===== config.mk =====
export PLATFORM = sky130hd
export DESIGN_NAME = selective_repeat_receiver_flat
export DESIGN_NICKNAME = d
export VERILOG_FILES = /design/src/hdl/srr_pkg.sv /design/src/hdl/srr_if.sv /design/src/hdl/selective_repeat_receiver.sv /design/src/hdl/srr_cell.sv /design/src/flat_wrapper.sv
export VERILOG_INCLUDE_DIRS = /design/src /design/src/hdl
export SDC_FILE = /design/constraint.sdc
export NUM_CORES = 1
export LEC_CHECK = 0
export BUFFER_PORTS_ARGS = -buffer_cell sky130_fd_sc_hd__buf_4
export CAP_MARGIN = 25
export CORE_AREA = 2 2 133 96
export CTS_CLUSTER_SIZE = 24
export DETAILED_ROUTE_END_ITERATION = 6
export DIE_AREA = 0 0 135 98
export PLACE_DENSITY = 0.88
export SLEW_MARGIN = 0
export SYNTH_ARGS = -nofsm -noshare
export SYNTH_HDL_FRONTEND = slang
export SYNTH_SLANG_ARGS = --single-unit

===== constraint.sdc =====
create_clock -name clk_i -period 8.6 [get_ports clk_i]
set_input_delay 0.43 -clock clk_i [delete_from_list [all_inputs] [get_ports clk_i]]
set_output_delay 0.43 -clock clk_i [all_outputs]
set_load 0.01 [all_outputs]

===== src/hdl/selective_repeat_receiver_defines.svh =====
// assertion macros for the selective repeat receiver
// used by the top level only, no other dependencies
`ifndef SELECTIVE_REPEAT_RECEIVER_DEFINES_SVH
`define SELECTIVE_REPEAT_RECEIVER_DEFINES_SVH

// condition implies consequence in the same cycle
`define SRR_ASSERT_SAME(lbl, clk, rst_n, cond, cons) \
  lbl: assert property (@(posedge clk) disable iff (!rst_n) (cond) |-> (cons)) \
    else $error("srr assertion failed");

// condition implies consequence in the next cycle
`define SRR_ASSERT_NEXT(lbl, clk, rst_n, cond, cons) \
  lbl: assert property (@(posedge clk) disable iff (!rst_n) (cond) |=> (cons)) \
    else $error("srr assertion failed");

`endif


===== src/hdl/srr_pkg.sv =====
// shared types and constants for the selective repeat receiver
// no dependencies
`default_nettype none

package srr_pkg;

  // default configuration
  localparam int unsigned SEQ_SPACE_DEF    = 8;
  localparam int unsigned PAYLOAD_BITS_DEF = 32;

  // result kinds
  localparam logic KIND_ACK  = 1'b0;
  localparam logic KIND_DATA = 1'b1;

  // controller states
  typedef enum logic {
    ST_IDLE,
    ST_DELIVER
  } srr_state_e;

  // per cell control from the controller
  typedef struct packed {
    logic wr;
    logic shift;
  } cell_ctrl_t;

endpackage

`default_nettype wire


===== src/hdl/srr_if.sv =====
// valid/ready channel interfaces for packets in and results out
// no dependencies
`default_nettype none

interface srr_in_if #(
  parameter int unsigned SEQ_W  = 3,
  parameter int unsigned DATA_W = 32
);
  logic              valid;
  logic              ready;
  logic [SEQ_W-1:0]  seq_num;
  logic              checksum_ok;
  logic [DATA_W-1:0] payload_word;

  modport source (output valid, seq_num, checksum_ok, payload_word, input ready);
  modport sink   (input valid, seq_num, checksum_ok, payload_word, output ready);
endinterface

interface srr_out_if #(
  parameter int unsigned SEQ_W  = 3,
  parameter int unsigned DATA_W = 32
);
  logic              valid;
  logic              ready;
  logic              kind;
  logic [SEQ_W-1:0]  ack_num;
  logic [DATA_W-1:0] data_word;
  logic              last;

  modport source (output valid, kind, ack_num, data_word, last, input ready);
  modport sink   (input valid, kind, ack_num, data_word, last, output ready);
endinterface

`default_nettype wire


===== src/hdl/selective_repeat_receiver.sv =====
// selective repeat arq receiver top level: controller, output register, slot chain
// depends on srr_pkg, srr_if, srr_cell and selective_repeat_receiver_defines.svh
//
//  channel | dir | transaction
//  in_i    | in  | one packet: seq_num, checksum_ok, payload_word
//  out_o   | out | one result: kind, ack_num, data_word, last
//
// a packet is acked, then releases its in-order run of up to SEQ_SPACE/2 buffered words,
// the slot chain shifting one slot into the output register per cycle unless the output stalls
// a corrupted packet is accepted and leaves no result
// reset clears the controller state, window base, slot valid flags and output valid flag at once
// a stalled output holds its result; packets wait until the release run has drained
`default_nettype none

`include "selective_repeat_receiver_defines.svh"

module selective_repeat_receiver #(
  parameter int unsigned SEQ_SPACE    = srr_pkg::SEQ_SPACE_DEF,
  parameter int unsigned PAYLOAD_BITS = srr_pkg::PAYLOAD_BITS_DEF
) (
  input  wire logic clk_i,
  input  wire logic rst_ni,
  srr_in_if.sink    in_i,
  srr_out_if.source out_o
);
  import srr_pkg::*;

  localparam int unsigned WINDOW = SEQ_SPACE / 2;
  localparam int unsigned SEQ_W  = $clog2(SEQ_SPACE);
  localparam logic [SEQ_W:0]   SPACE_X = (SEQ_W+1)'(SEQ_SPACE);
  localparam logic [SEQ_W-1:0] SEQ_MAX = SEQ_W'(SEQ_SPACE - 1);
  localparam logic [SEQ_W-1:0] WIN_N   = SEQ_W'(WINDOW);

  srr_state_e state_q, state_d;
  logic [SEQ_W-1:0] base_q, base_d;

  logic                    out_valid_q, out_valid_d;
  logic                    out_load;
  logic                    kind_q, kind_d;
  logic [SEQ_W-1:0]        ack_q, ack_d;
  logic [PAYLOAD_BITS-1:0] data_q, data_d;
  logic                    last_q, last_d;

  logic                    emit_ok;
  logic                    in_acc;
  logic [SEQ_W:0]          seq_x;
  logic [SEQ_W-1:0]        seq_red;
  logic [SEQ_W:0]          off_sum;
  logic [SEQ_W-1:0]        off;
  logic                    in_win;
  logic                    head_ready;
  logic                    do_write;
  logic                    do_shift;

  cell_ctrl_t              ctrl      [WINDOW];
  logic [WINDOW-1:0]       cell_valid;
  logic [PAYLOAD_BITS-1:0] cell_data [WINDOW];

  // handshakes
  assign emit_ok    = !out_valid_q || out_o.ready;
  assign in_i.ready = (state_q == ST_IDLE) && emit_ok;
  assign in_acc     = in_i.valid && in_i.ready;

  // sequence number reduction and offset from the window base
  always_comb begin
    seq_x   = {1'b0, SEQ_W'(in_i.seq_num)};
    seq_red = (seq_x >= SPACE_X) ? SEQ_W'(seq_x - SPACE_X) : SEQ_W'(seq_x);
    off_sum = {1'b0, seq_red} + SPACE_X - {1'b0, base_q};
    off     = (off_sum >= SPACE_X) ? SEQ_W'(off_sum - SPACE_X) : SEQ_W'(off_sum);
  end

  assign in_win     = off < WIN_N;
  assign head_ready = in_win && ((off == '0) || cell_valid[0]);

  // controller: ack on accept, then drain the head run
  always_comb begin
    state_d  = state_q;
    base_d   = base_q;
    out_load = 1'b0;
    kind_d   = kind_q;
    ack_d    = ack_q;
    data_d   = data_q;
    last_d   = last_q;
    do_write = 1'b0;
    do_shift = 1'b0;
    unique case (state_q)
      ST_IDLE: begin
        if (in_acc && in_i.checksum_ok) begin
          out_load = 1'b1;
          kind_d   = KIND_ACK;
          ack_d    = seq_red;
          data_d   = '0;
          last_d   = !head_ready;
          do_write = in_win;
          if (head_ready) begin
            state_d = ST_DELIVER;
          end
        end
      end
      ST_DELIVER: begin
        if (emit_ok) begin
          out_load = 1'b1;
          kind_d   = KIND_DATA;
          ack_d    = '0;
          data_d   = cell_data[0];
          last_d   = !cell_valid[1];
          do_shift = 1'b1;
          base_d   = (base_q == SEQ_MAX) ? '0 : base_q + SEQ_W'(1);
          if (!cell_valid[1]) begin
            state_d = ST_IDLE;
          end
        end
      end
      default: state_d = ST_IDLE;
    endcase
  end

  // output valid follows loads and takes
  assign out_valid_d = out_load || (out_valid_q && !out_o.ready);

  // control state
  always_ff @(posedge clk_i or negedge rst_ni) begin
    if (!rst_ni) begin
      state_q     <= ST_IDLE;
      base_q      <= '0;
      out_valid_q <= 1'b0;
    end else begin
      state_q     <= state_d;
      base_q      <= base_d;
      out_valid_q <= out_valid_d;
    end
  end

  // output payload register
  always_ff @(posedge clk_i) begin
    if (out_load) begin
      kind_q <= kind_d;
      ack_q  <= ack_d;
      data_q <= data_d;
      last_q <= last_d;
    end
  end

  assign out_o.valid     = out_valid_q;
  assign out_o.kind      = kind_q;
  assign out_o.ack_num   = ack_q;
  assign out_o.data_word = data_q;
  assign out_o.last      = last_q;

  // per cell control
  always_comb begin
    for (int i = 0; i < WINDOW; i++) begin
      ctrl[i].wr    = do_write && (off == SEQ_W'(i));
      ctrl[i].shift = do_shift;
    end
  end

  // slot chain, each cell hands its contents to the one below on a shift
  for (genvar g = 0; g < WINDOW; g++) begin : g_cell
    logic                    up_valid;
    logic [PAYLOAD_BITS-1:0] up_data;
    if (g == WINDOW - 1) begin : g_top
      assign up_valid = 1'b0;
      assign up_data  = '0;
    end else begin : g_mid
      assign up_valid = cell_valid[g+1];
      assign up_data  = cell_data[g+1];
    end
    srr_cell #(
      .PAYLOAD_BITS (PAYLOAD_BITS)
    ) u_cell (
      .clk_i      (clk_i),
      .rst_ni     (rst_ni),
      .ctrl_i     (ctrl[g]),
      .wr_data_i  (PAYLOAD_BITS'(in_i.payload_word)),
      .up_valid_i (up_valid),
      .up_data_i  (up_data),
      .valid_o    (cell_valid[g]),
      .data_o     (cell_data[g])
    );
  end

  // assertions
  `SRR_ASSERT_SAME(a_deliver_head, clk_i, rst_ni, state_q == ST_DELIVER, cell_valid[0])
  `SRR_ASSERT_SAME(a_ready_idle, clk_i, rst_ni, in_i.ready, state_q == ST_IDLE)
  `SRR_ASSERT_SAME(a_base_range, clk_i, rst_ni, 1'b1, base_q <= SEQ_MAX)
  `SRR_ASSERT_NEXT(a_run_end, clk_i, rst_ni, (state_q == ST_DELIVER) && emit_ok && !cell_valid[1], (state_q == ST_IDLE) && out_o.valid && out_o.last)

endmodule

`default_nettype wire


===== src/hdl/srr_cell.sv =====
// one receive window slot: valid flag and buffered payload word
// depends on srr_pkg
`default_nettype none

module srr_cell #(
  parameter int unsigned PAYLOAD_BITS = srr_pkg::PAYLOAD_BITS_DEF
) (
  input  wire logic                    clk_i,
  input  wire logic                    rst_ni,
  input  wire srr_pkg::cell_ctrl_t     ctrl_i,
  input  wire logic [PAYLOAD_BITS-1:0] wr_data_i,
  input  wire logic                    up_valid_i,
  input  wire logic [PAYLOAD_BITS-1:0] up_data_i,
  output logic                         valid_o,
  output logic [PAYLOAD_BITS-1:0]      data_o
);
  import srr_pkg::*;

  logic                    valid_q;
  logic [PAYLOAD_BITS-1:0] data_q;

  // valid flag: set on write, takes the upper neighbor on shift
  always_ff @(posedge clk_i or negedge rst_ni) begin
    if (!rst_ni) begin
      valid_q <= 1'b0;
    end else if (ctrl_i.wr) begin
      valid_q <= 1'b1;
    end else if (ctrl_i.shift) begin
      valid_q <= up_valid_i;
    end
  end

  // payload word, no reset
  always_ff @(posedge clk_i) begin
    if (ctrl_i.wr) begin
      data_q <= wr_data_i;
    end else if (ctrl_i.shift) begin
      data_q <= up_data_i;
    end
  end

  assign valid_o = valid_q;
  assign data_o  = data_q;

endmodule

`default_nettype wire

===== src/flat_wrapper.sv =====
// flat-port wrapper written by rule: the top's interface ports become plain ports
module selective_repeat_receiver_flat import srr_pkg::*;
#(
  parameter int unsigned SEQ_SPACE    = srr_pkg::SEQ_SPACE_DEF,
  parameter int unsigned PAYLOAD_BITS = srr_pkg::PAYLOAD_BITS_DEF
)
  (clk_i, rst_ni, in_i_valid, in_i_seq_num, in_i_checksum_ok, in_i_payload_word, in_i_ready, out_o_valid, out_o_kind, out_o_ack_num, out_o_data_word, out_o_last, out_o_ready);
  srr_in_if in_i_i ();
  srr_out_if out_o_i ();
  input  wire logic clk_i;
  input  wire logic rst_ni;
  input wire logic [$bits(in_i_i.valid)-1:0] in_i_valid;
  input wire logic [$bits(in_i_i.seq_num)-1:0] in_i_seq_num;
  input wire logic [$bits(in_i_i.checksum_ok)-1:0] in_i_checksum_ok;
  input wire logic [$bits(in_i_i.payload_word)-1:0] in_i_payload_word;
  output wire logic [$bits(in_i_i.ready)-1:0] in_i_ready;
  output wire logic [$bits(out_o_i.valid)-1:0] out_o_valid;
  output wire logic [$bits(out_o_i.kind)-1:0] out_o_kind;
  output wire logic [$bits(out_o_i.ack_num)-1:0] out_o_ack_num;
  output wire logic [$bits(out_o_i.data_word)-1:0] out_o_data_word;
  output wire logic [$bits(out_o_i.last)-1:0] out_o_last;
  input wire logic [$bits(out_o_i.ready)-1:0] out_o_ready;
  assign in_i_i.valid = in_i_valid;
  assign in_i_i.seq_num = in_i_seq_num;
  assign in_i_i.checksum_ok = in_i_checksum_ok;
  assign in_i_i.payload_word = in_i_payload_word;
  assign in_i_ready = in_i_i.ready;
  assign out_o_valid = out_o_i.valid;
  assign out_o_kind = out_o_i.kind;
  assign out_o_ack_num = out_o_i.ack_num;
  assign out_o_data_word = out_o_i.data_word;
  assign out_o_last = out_o_i.last;
  assign out_o_i.ready = out_o_ready;
  selective_repeat_receiver #(.SEQ_SPACE(SEQ_SPACE), .PAYLOAD_BITS(PAYLOAD_BITS)) u_core (.clk_i(clk_i), .rst_ni(rst_ni), .in_i(in_i_i), .out_o(out_o_i));
endmodule

# --- After elaboration in Yosys (flattened, before gate mapping) ---
# Cells that the tools add are included.
# W data, S select, Z words.
totals:
  reg_bits: 174
  inputBits: 40
  wordCells: 92
op_classes:
  add_sub_neg: 4
  order_cmp: 2
  n_eq_ne: 6
  n_mux: 41
  bitwise_logic: 1
  n_reduce_logical: 23
op_table:
  columns: ["op", "count"]
  rows:
  - ["$mux W32", 10]
  - ["$pmux W32 S2", 1]
  - ["$mux W1", 21]
  - ["$mux W3", 4]
  - ["$logic_and A1 B1 Y1", 9]
  - ["$pmux W1 S2", 4]
  - ["$reduce_bool A2 Y1", 4]
  - ["$eq A3 B2 Y1 const B", 2]
  - ["$pmux W3 S2", 1]
  - ["$add A3 B4 Y4 const B", 1]
  - ["$ge A4 B4 Y1 const B", 1]
  - ["$logic_not A1 Y1", 4]
  - ["$ne A2 B2 Y1 const B", 2]
  - ["$sub A4 B3 Y4", 1]
  - ["$add A3 B1 Y3 const B", 1]
  - ["$eq A3 B1 Y1 const B", 1]
  - ["$eq A3 B3 Y1 const B", 1]
  - ["$logic_not A3 Y1", 1]
  - ["$logic_or A1 B1 Y1", 3]
  - ["$lt A3 B3 Y1 const B", 1]
  - ["$reduce_and A3 Y1", 1]
  - ["$sub A3 B1 Y3 const B", 1]
  - ["$reduce_and A2 Y1", 1]
  - ["$not A1 Y1", 1]

# --- Depth between registers and ports, before layout ---
depth:
  depth_word: 10
  mapped_depth: 8

# --- Hierarchy ---
# A second synthesis with hierarchy kept.
hier_totals:
  hier_cells: 402
  hier_area_um2: 7888.8
modules_own_cells:
  columns: ["module", "instances", "cells_each", "area_each_um2", "seq_area_each_um2"]
  rows:
  - ["srr_cell", 4, 72, 1544.0, 985.9]
  - ["selective_repeat_receiver", 1, 114, 1712.9, 1236.2]

# --- Worst setup path after synthesis ---
# Ideal clock, no wire load.
synth_path:
  path_kind: "input port to flip-flop"
  from: "input in_i_seq_num[0]"
  to: "register u_core.g_cell[2].u_cell.data_q[0] (enable)"
  setup_ns: 0.389
  t_arrival_ns: 3.041
  required_ns: 8.211
  slack_ns: 5.169
  stages: 8
  cell_sequence: "inv_1 -> ha_1 -> fa_1 -> xor3_1 -> nor4_4 -> nand3b_4 -> buf_6 -> nand2_1"
synth_via:
  elab_chain_cells: 9
  word_cells_on_any_way: 11
  cone_classes: "add/sub (3); order compare (2); eq/ne (1); mux (3); reduce/logical (2)"
synth_lines:
  columns: ["element", "line_no", "text"]
  rows:
  - ["start: declaration", "flat_wrapper.sv:13", "input wire logic [$bits(in_i_i.seq_num)-1:0] in_i_seq_num;"]
  - ["$add A3 B4 Y4 (*)", "selective_repeat_receiver.sv:68", "off_sum = {1'b0, seq_red} + SPACE_X - {1'b0, base_q};"]
  - ["$sub A4 B3 Y4 (*)", "selective_repeat_receiver.sv:68", null]
  - ["$ge A4 B4 Y1 / $sub A3 B1 Y3 (equally long branches)", "selective_repeat_receiver.sv:69", "off = (off_sum >= SPACE_X) ? SEQ_W'(off_sum - SPACE_X) : SEQ_W'(off_sum);"]
  - ["$mux W3 (*)", "selective_repeat_receiver.sv:69", null]
  - ["$lt A3 B3 Y1", "selective_repeat_receiver.sv:72", "assign in_win = off < WIN_N;"]
  - ["$mux W1", "selective_repeat_receiver.sv:88", "if (in_acc && in_i.checksum_ok) begin"]
  - ["$mux W1", "selective_repeat_receiver.sv:86", "unique case (state_q)"]
  - ["$logic_and A1 B1 Y1 (*)", "selective_repeat_receiver.sv:153", "ctrl[i].wr = do_write && (off == SEQ_W'(i));"]
  - ["$reduce_bool A2 Y1 (no source line) (*)", null, null]
  - ["end signal: assignment", "srr_cell.sv:36", "data_q <= wr_data_i;"]
  - ["end signal: assignment", "srr_cell.sv:38", "data_q <= up_data_i;"]
  - ["end: declaration", "srr_cell.sv:20", "logic [PAYLOAD_BITS-1:0] data_q;"]
# Mark *: on every way between the ends. The rest lies on a longest branch, timed or not.
# A chain may end at the register's enable or synchronous reset.

# --- Worst setup path after layout ---
layout_path:
  from: "register u_core.base_q[0]"
  to: "register u_core.g_cell[1].u_cell.data_q[20] (enable)"
layout_via:
  elab_chain_cells: 8
  word_cells_on_any_way: 10
  cone_classes: "add/sub (2); order compare (2); eq/ne (1); mux (3); reduce/logical (2)"
layout_lines:
  columns: ["element", "line_no", "text"]
  rows:
  - ["start: declaration", "selective_repeat_receiver.sv:35", "logic [SEQ_W-1:0] base_q, base_d;"]
  - ["start signal: assignment", "selective_repeat_receiver.sv:129", "base_q <= base_d;"]
  - ["$sub A4 B3 Y4 (*)", "selective_repeat_receiver.sv:68", null]
  - ["$ge A4 B4 Y1 / $sub A3 B1 Y3 (equally long branches)", "selective_repeat_receiver.sv:69", null]
  - ["$mux W3 (*)", "selective_repeat_receiver.sv:69", null]
  - ["$lt A3 B3 Y1", "selective_repeat_receiver.sv:72", null]
  - ["$mux W1", "selective_repeat_receiver.sv:88", null]
  - ["$mux W1", "selective_repeat_receiver.sv:86", null]
  - ["$logic_and A1 B1 Y1 (*)", "selective_repeat_receiver.sv:153", null]
  - ["$reduce_bool A2 Y1 (no source line) (*)", null, null]
  - ["end signal: assignment", "srr_cell.sv:36", null]
  - ["end signal: assignment", "srr_cell.sv:38", null]
  - ["end: declaration", "srr_cell.sv:20", null]
# Marks and branches as above.

==> results.json <==
{
  "fp.dieH_um": 98,
  "p_seq_share_pct": 47.7,
  "numCtsBuffers": 17,
  "fin_worst_skew_ns": 0.00938,
  "path_class": "register to register",
  "fin_crit_sh_pct": 46.9,
  "finalHoldViolations": 0,
  "crit_required_ns": 8.71,
  "post_cts_buffers": 0,
  "yosys-top-cells-area": "edfxtp_1 67%, mux2_4 11%, mux2_2 3.5%",
  "ys_top_cells_by_count": "165 x edfxtp_1, 56 x mux2_4, 32 x and2_1, 32 x and3_1, 23 x mux2_2",
  "maxCapViolations": 0,
  "instances_no_fill": 658,
  "p_int_mw": 2.02,
  "worstReg2RegStart": "u_core.base_q[0]",
  "dr.pass1.iters": 5,
  "place.gp.congestion": 0.718,
  "synth-edff-count": 165,
  "p_comb_share_pct": 23.3,
  "start_util_pct": 61.0,
  "switching_share_pct": 27.0,
  "worstSetupStartpoint": "u_core.base_q[0]",
  "pwr-share-clk_pct": 29.0,
  "viasPerCell": 5.59,
  "reg2reg_slack_ns": 4.56,
  "ys_seq_area_share_pct": 70.3,
  "syn_to_final_growth_pct": 18.3,
  "yosys.area.top_type_share_pct": 67.2,
  "wl_per_cell_um": 19.8,
  "port_buffers": 78,
  "coreArea_um2": 12100,
  "endpoint": "u_core.g_cell[1].u_cell.data_o[20]",
  "die-area_um2": 13200,
  "min_path_cells": 3,
  "rsz0062_at_grt": "no",
  "synth_warnings": 0,
  "status": "finished clean",
  "antenna_found_initial": 0,
  "worstPathMaxFanout": 36,
  "holdWs_ns": 0.285,
  "htreeDepth": 4,
  "overflow": 0,
  "ys_ff_latch": 174,
  "fmax_ghz": 0.248,
  "drt_iter0_drc": 296,
  "ir_drop_mv": 0.224,
  "vias": 3677,
  "synth_nets": 445,
  "rr_worst_depth": 8,
  "clkTransAtPathRegs_ns": 0.06,
  "die_w_um": 135,
  "dp_cells": 623,
  "setup_viol": 0,
  "grt_pass1_vias": 3948,
  "endpoint_kind": "register",
  "drt-total-wl_um": 13000,
  "netlist-cell-type-count": 27,
  "clock-sinks": 174,
  "place_hpwl_um": 7990,
  "fillers": 737,
  "multi_input_area_um2": 2050,
  "regToRegEndpoint": "u_core.g_cell[1].u_cell.data_o[20]",
  "synth_area_um2": 7370,
  "p_sw_uw": 750,
  "cts_max_path_buffers": 2,
  "cts_tree": "done",
  "grt_max_degree": 43,
  "row_count": 34,
  "max_slew_margin_pct": 39.5,
  "layout-drive-gt1-share_pct": 40.3,
  "syn_inst": 401,
  "yosys.area.top_type": "edfxtp_1",
  "boundaryPins": 79,
  "worstMarginPinSlew_ns": 0.904,
  "diodes": 0,
  "crit_arrival_ns": 4.14,
  "yosysMostFrequentCell": "edfxtp_1",
  "async_flop_share_pct": 5.17,
  "syn_avg_cell_area_um2": 18.4,
  "grt_pass1_wl_um": 20500,
  "fin_nets": 527,
  "slew_violations": 0,
  "clk_latency_ns": 0.43,
  "power_density_nw_per_um2": 318,
  "hold_class": "input pin to register",
  "yosys_most_used_dff": "edfxtp_1",
  "seqCellArea_um2": 5180,
  "ctsRootBufferMaster": "clkbuf_16",
  "layout_min_cycle_time_ns": 4.04,
  "drcViolationCount": 0,
  "grt_util_all_layers_pct": 20.9,
  "p_leak_nw": 3.58,
  "antenna_left": 0,
  "cp-start-kind": "register",
  "final.setup.tns_ns": 0
}
==> through the flow <==
step | total power [mW] | utilization, % | worst slack (ns) | area [um2]
finish | 2.77 | 72.2 | 4.56 | 8720
global route | 2.89 | 72.2 | 4.32 | 8720
CTS | 2.77 | 71.8 | 4.58 | 8680
detailed placement | 1.96 | 66.6 | 4.46 | 8040
global placement | 1.91 | 66.6 | 4.63 | 8040
floorplan | 1.74 | - | 5.17 | 7370
==> area by class of cell <==
cell class                      count  area share (%)
Clock inverter                     13            2.20
Multi-Input combinational cell    204            23.5
Tap cell                          162            2.32
Timing Repair Buffer               84            7.58
Inverter                            2          0.0861
Clock buffer                       19            4.96
Sequential cell                   174            59.4
==> logic make-up (layout without fill, tap and decap cells) <==
kind of cell	Yosys count	count (layout)	synth area share (%)
flip-flops	174	174	70.3
multiplexers	100	100	18.1
AND/OR/NAND/NOR	93	93	7.96
buffers and inverters	23	118	2.09
AO/OA/AOI/OAI	6	6	0.475
adder cells (fa/ha/maj)	4	4	0.781
XOR/XNOR	1	1	0.323
==> repair_timing <==
action	CTS	global route
resized for setup	0	0
hold buffers	1	0
hold endpoints to repair	9	0
==> how the worst min path moves through the flow <==
stage                         endpoint             start  slack, ns
floorplan             u_core.base_q[0]            rst_ni       0.13
global placement    u_core.out_o.valid            rst_ni       0.26
detailed placement  u_core.out_o.valid            rst_ni       0.26
CTS                 u_core.out_o.valid  in_i_checksum_ok       0.28
global route        u_core.out_o.valid  in_i_checksum_ok       0.30
finish              u_core.out_o.valid  in_i_checksum_ok       0.28
==> power groups by stage <==
stage	logic, mW	clock network (mW)	registers (mW)
after floorplan	0.402	0	1.34
after global placement	0.576	0	1.33
after detailed placement	0.613	0	1.35
after CTS	0.619	0.813	1.33
after global routing	0.698	0.851	1.35
final	0.646	0.805	1.32
==> worst max-delay path, cell delays in order (launching register included) <==
cell and delay, ns:
dfrtp_1 0.43, ha_1 0.23, fa_1 0.39, xor3_1 0.45
nor4_4 0.15, buf_4 0.39, nand3b_4 0.54, nand2_1 0.73
buf_4 0.38
==> sequential cells by signal (all words and copies together) (netlist names) <==
name and cells:
u_core.base_q 3, u_core.g_cell.u_cell.data_o 128, u_core.g_cell.u_cell.valid_o 4, u_core.out_o.ack_num 3, u_core.out_o.data_word 32, u_core.out_o.kind 1
u_core.out_o.last 1, u_core.out_o.valid 1, u_core.state_q 1
==> layer usage <==
layer	wire length (um)	track usage (%)	vias up	share of wire, %
met2	6550	34.8	116	50
met5	0	0	-	0
li1	-	-	1687	-
met3	769	4.88	15	5.9
met4	180	7.13	0	1.4
met1	5510	27.6	1859	42
==> cell usage in the layout (no fill, tap or decap), types with 4 or more instances in the layout <==
master	n
mux2_1	18
edfxtp_1	165
clkinvlp_4	6
and2_1	32
buf_4	81
and3_1	32
mux2_2	23
clkbuf_16	17
dfrtp_1	9
bufinv_16	4
nand2_1	11
mux2_4	56
(Power assumes the default switching activity.)
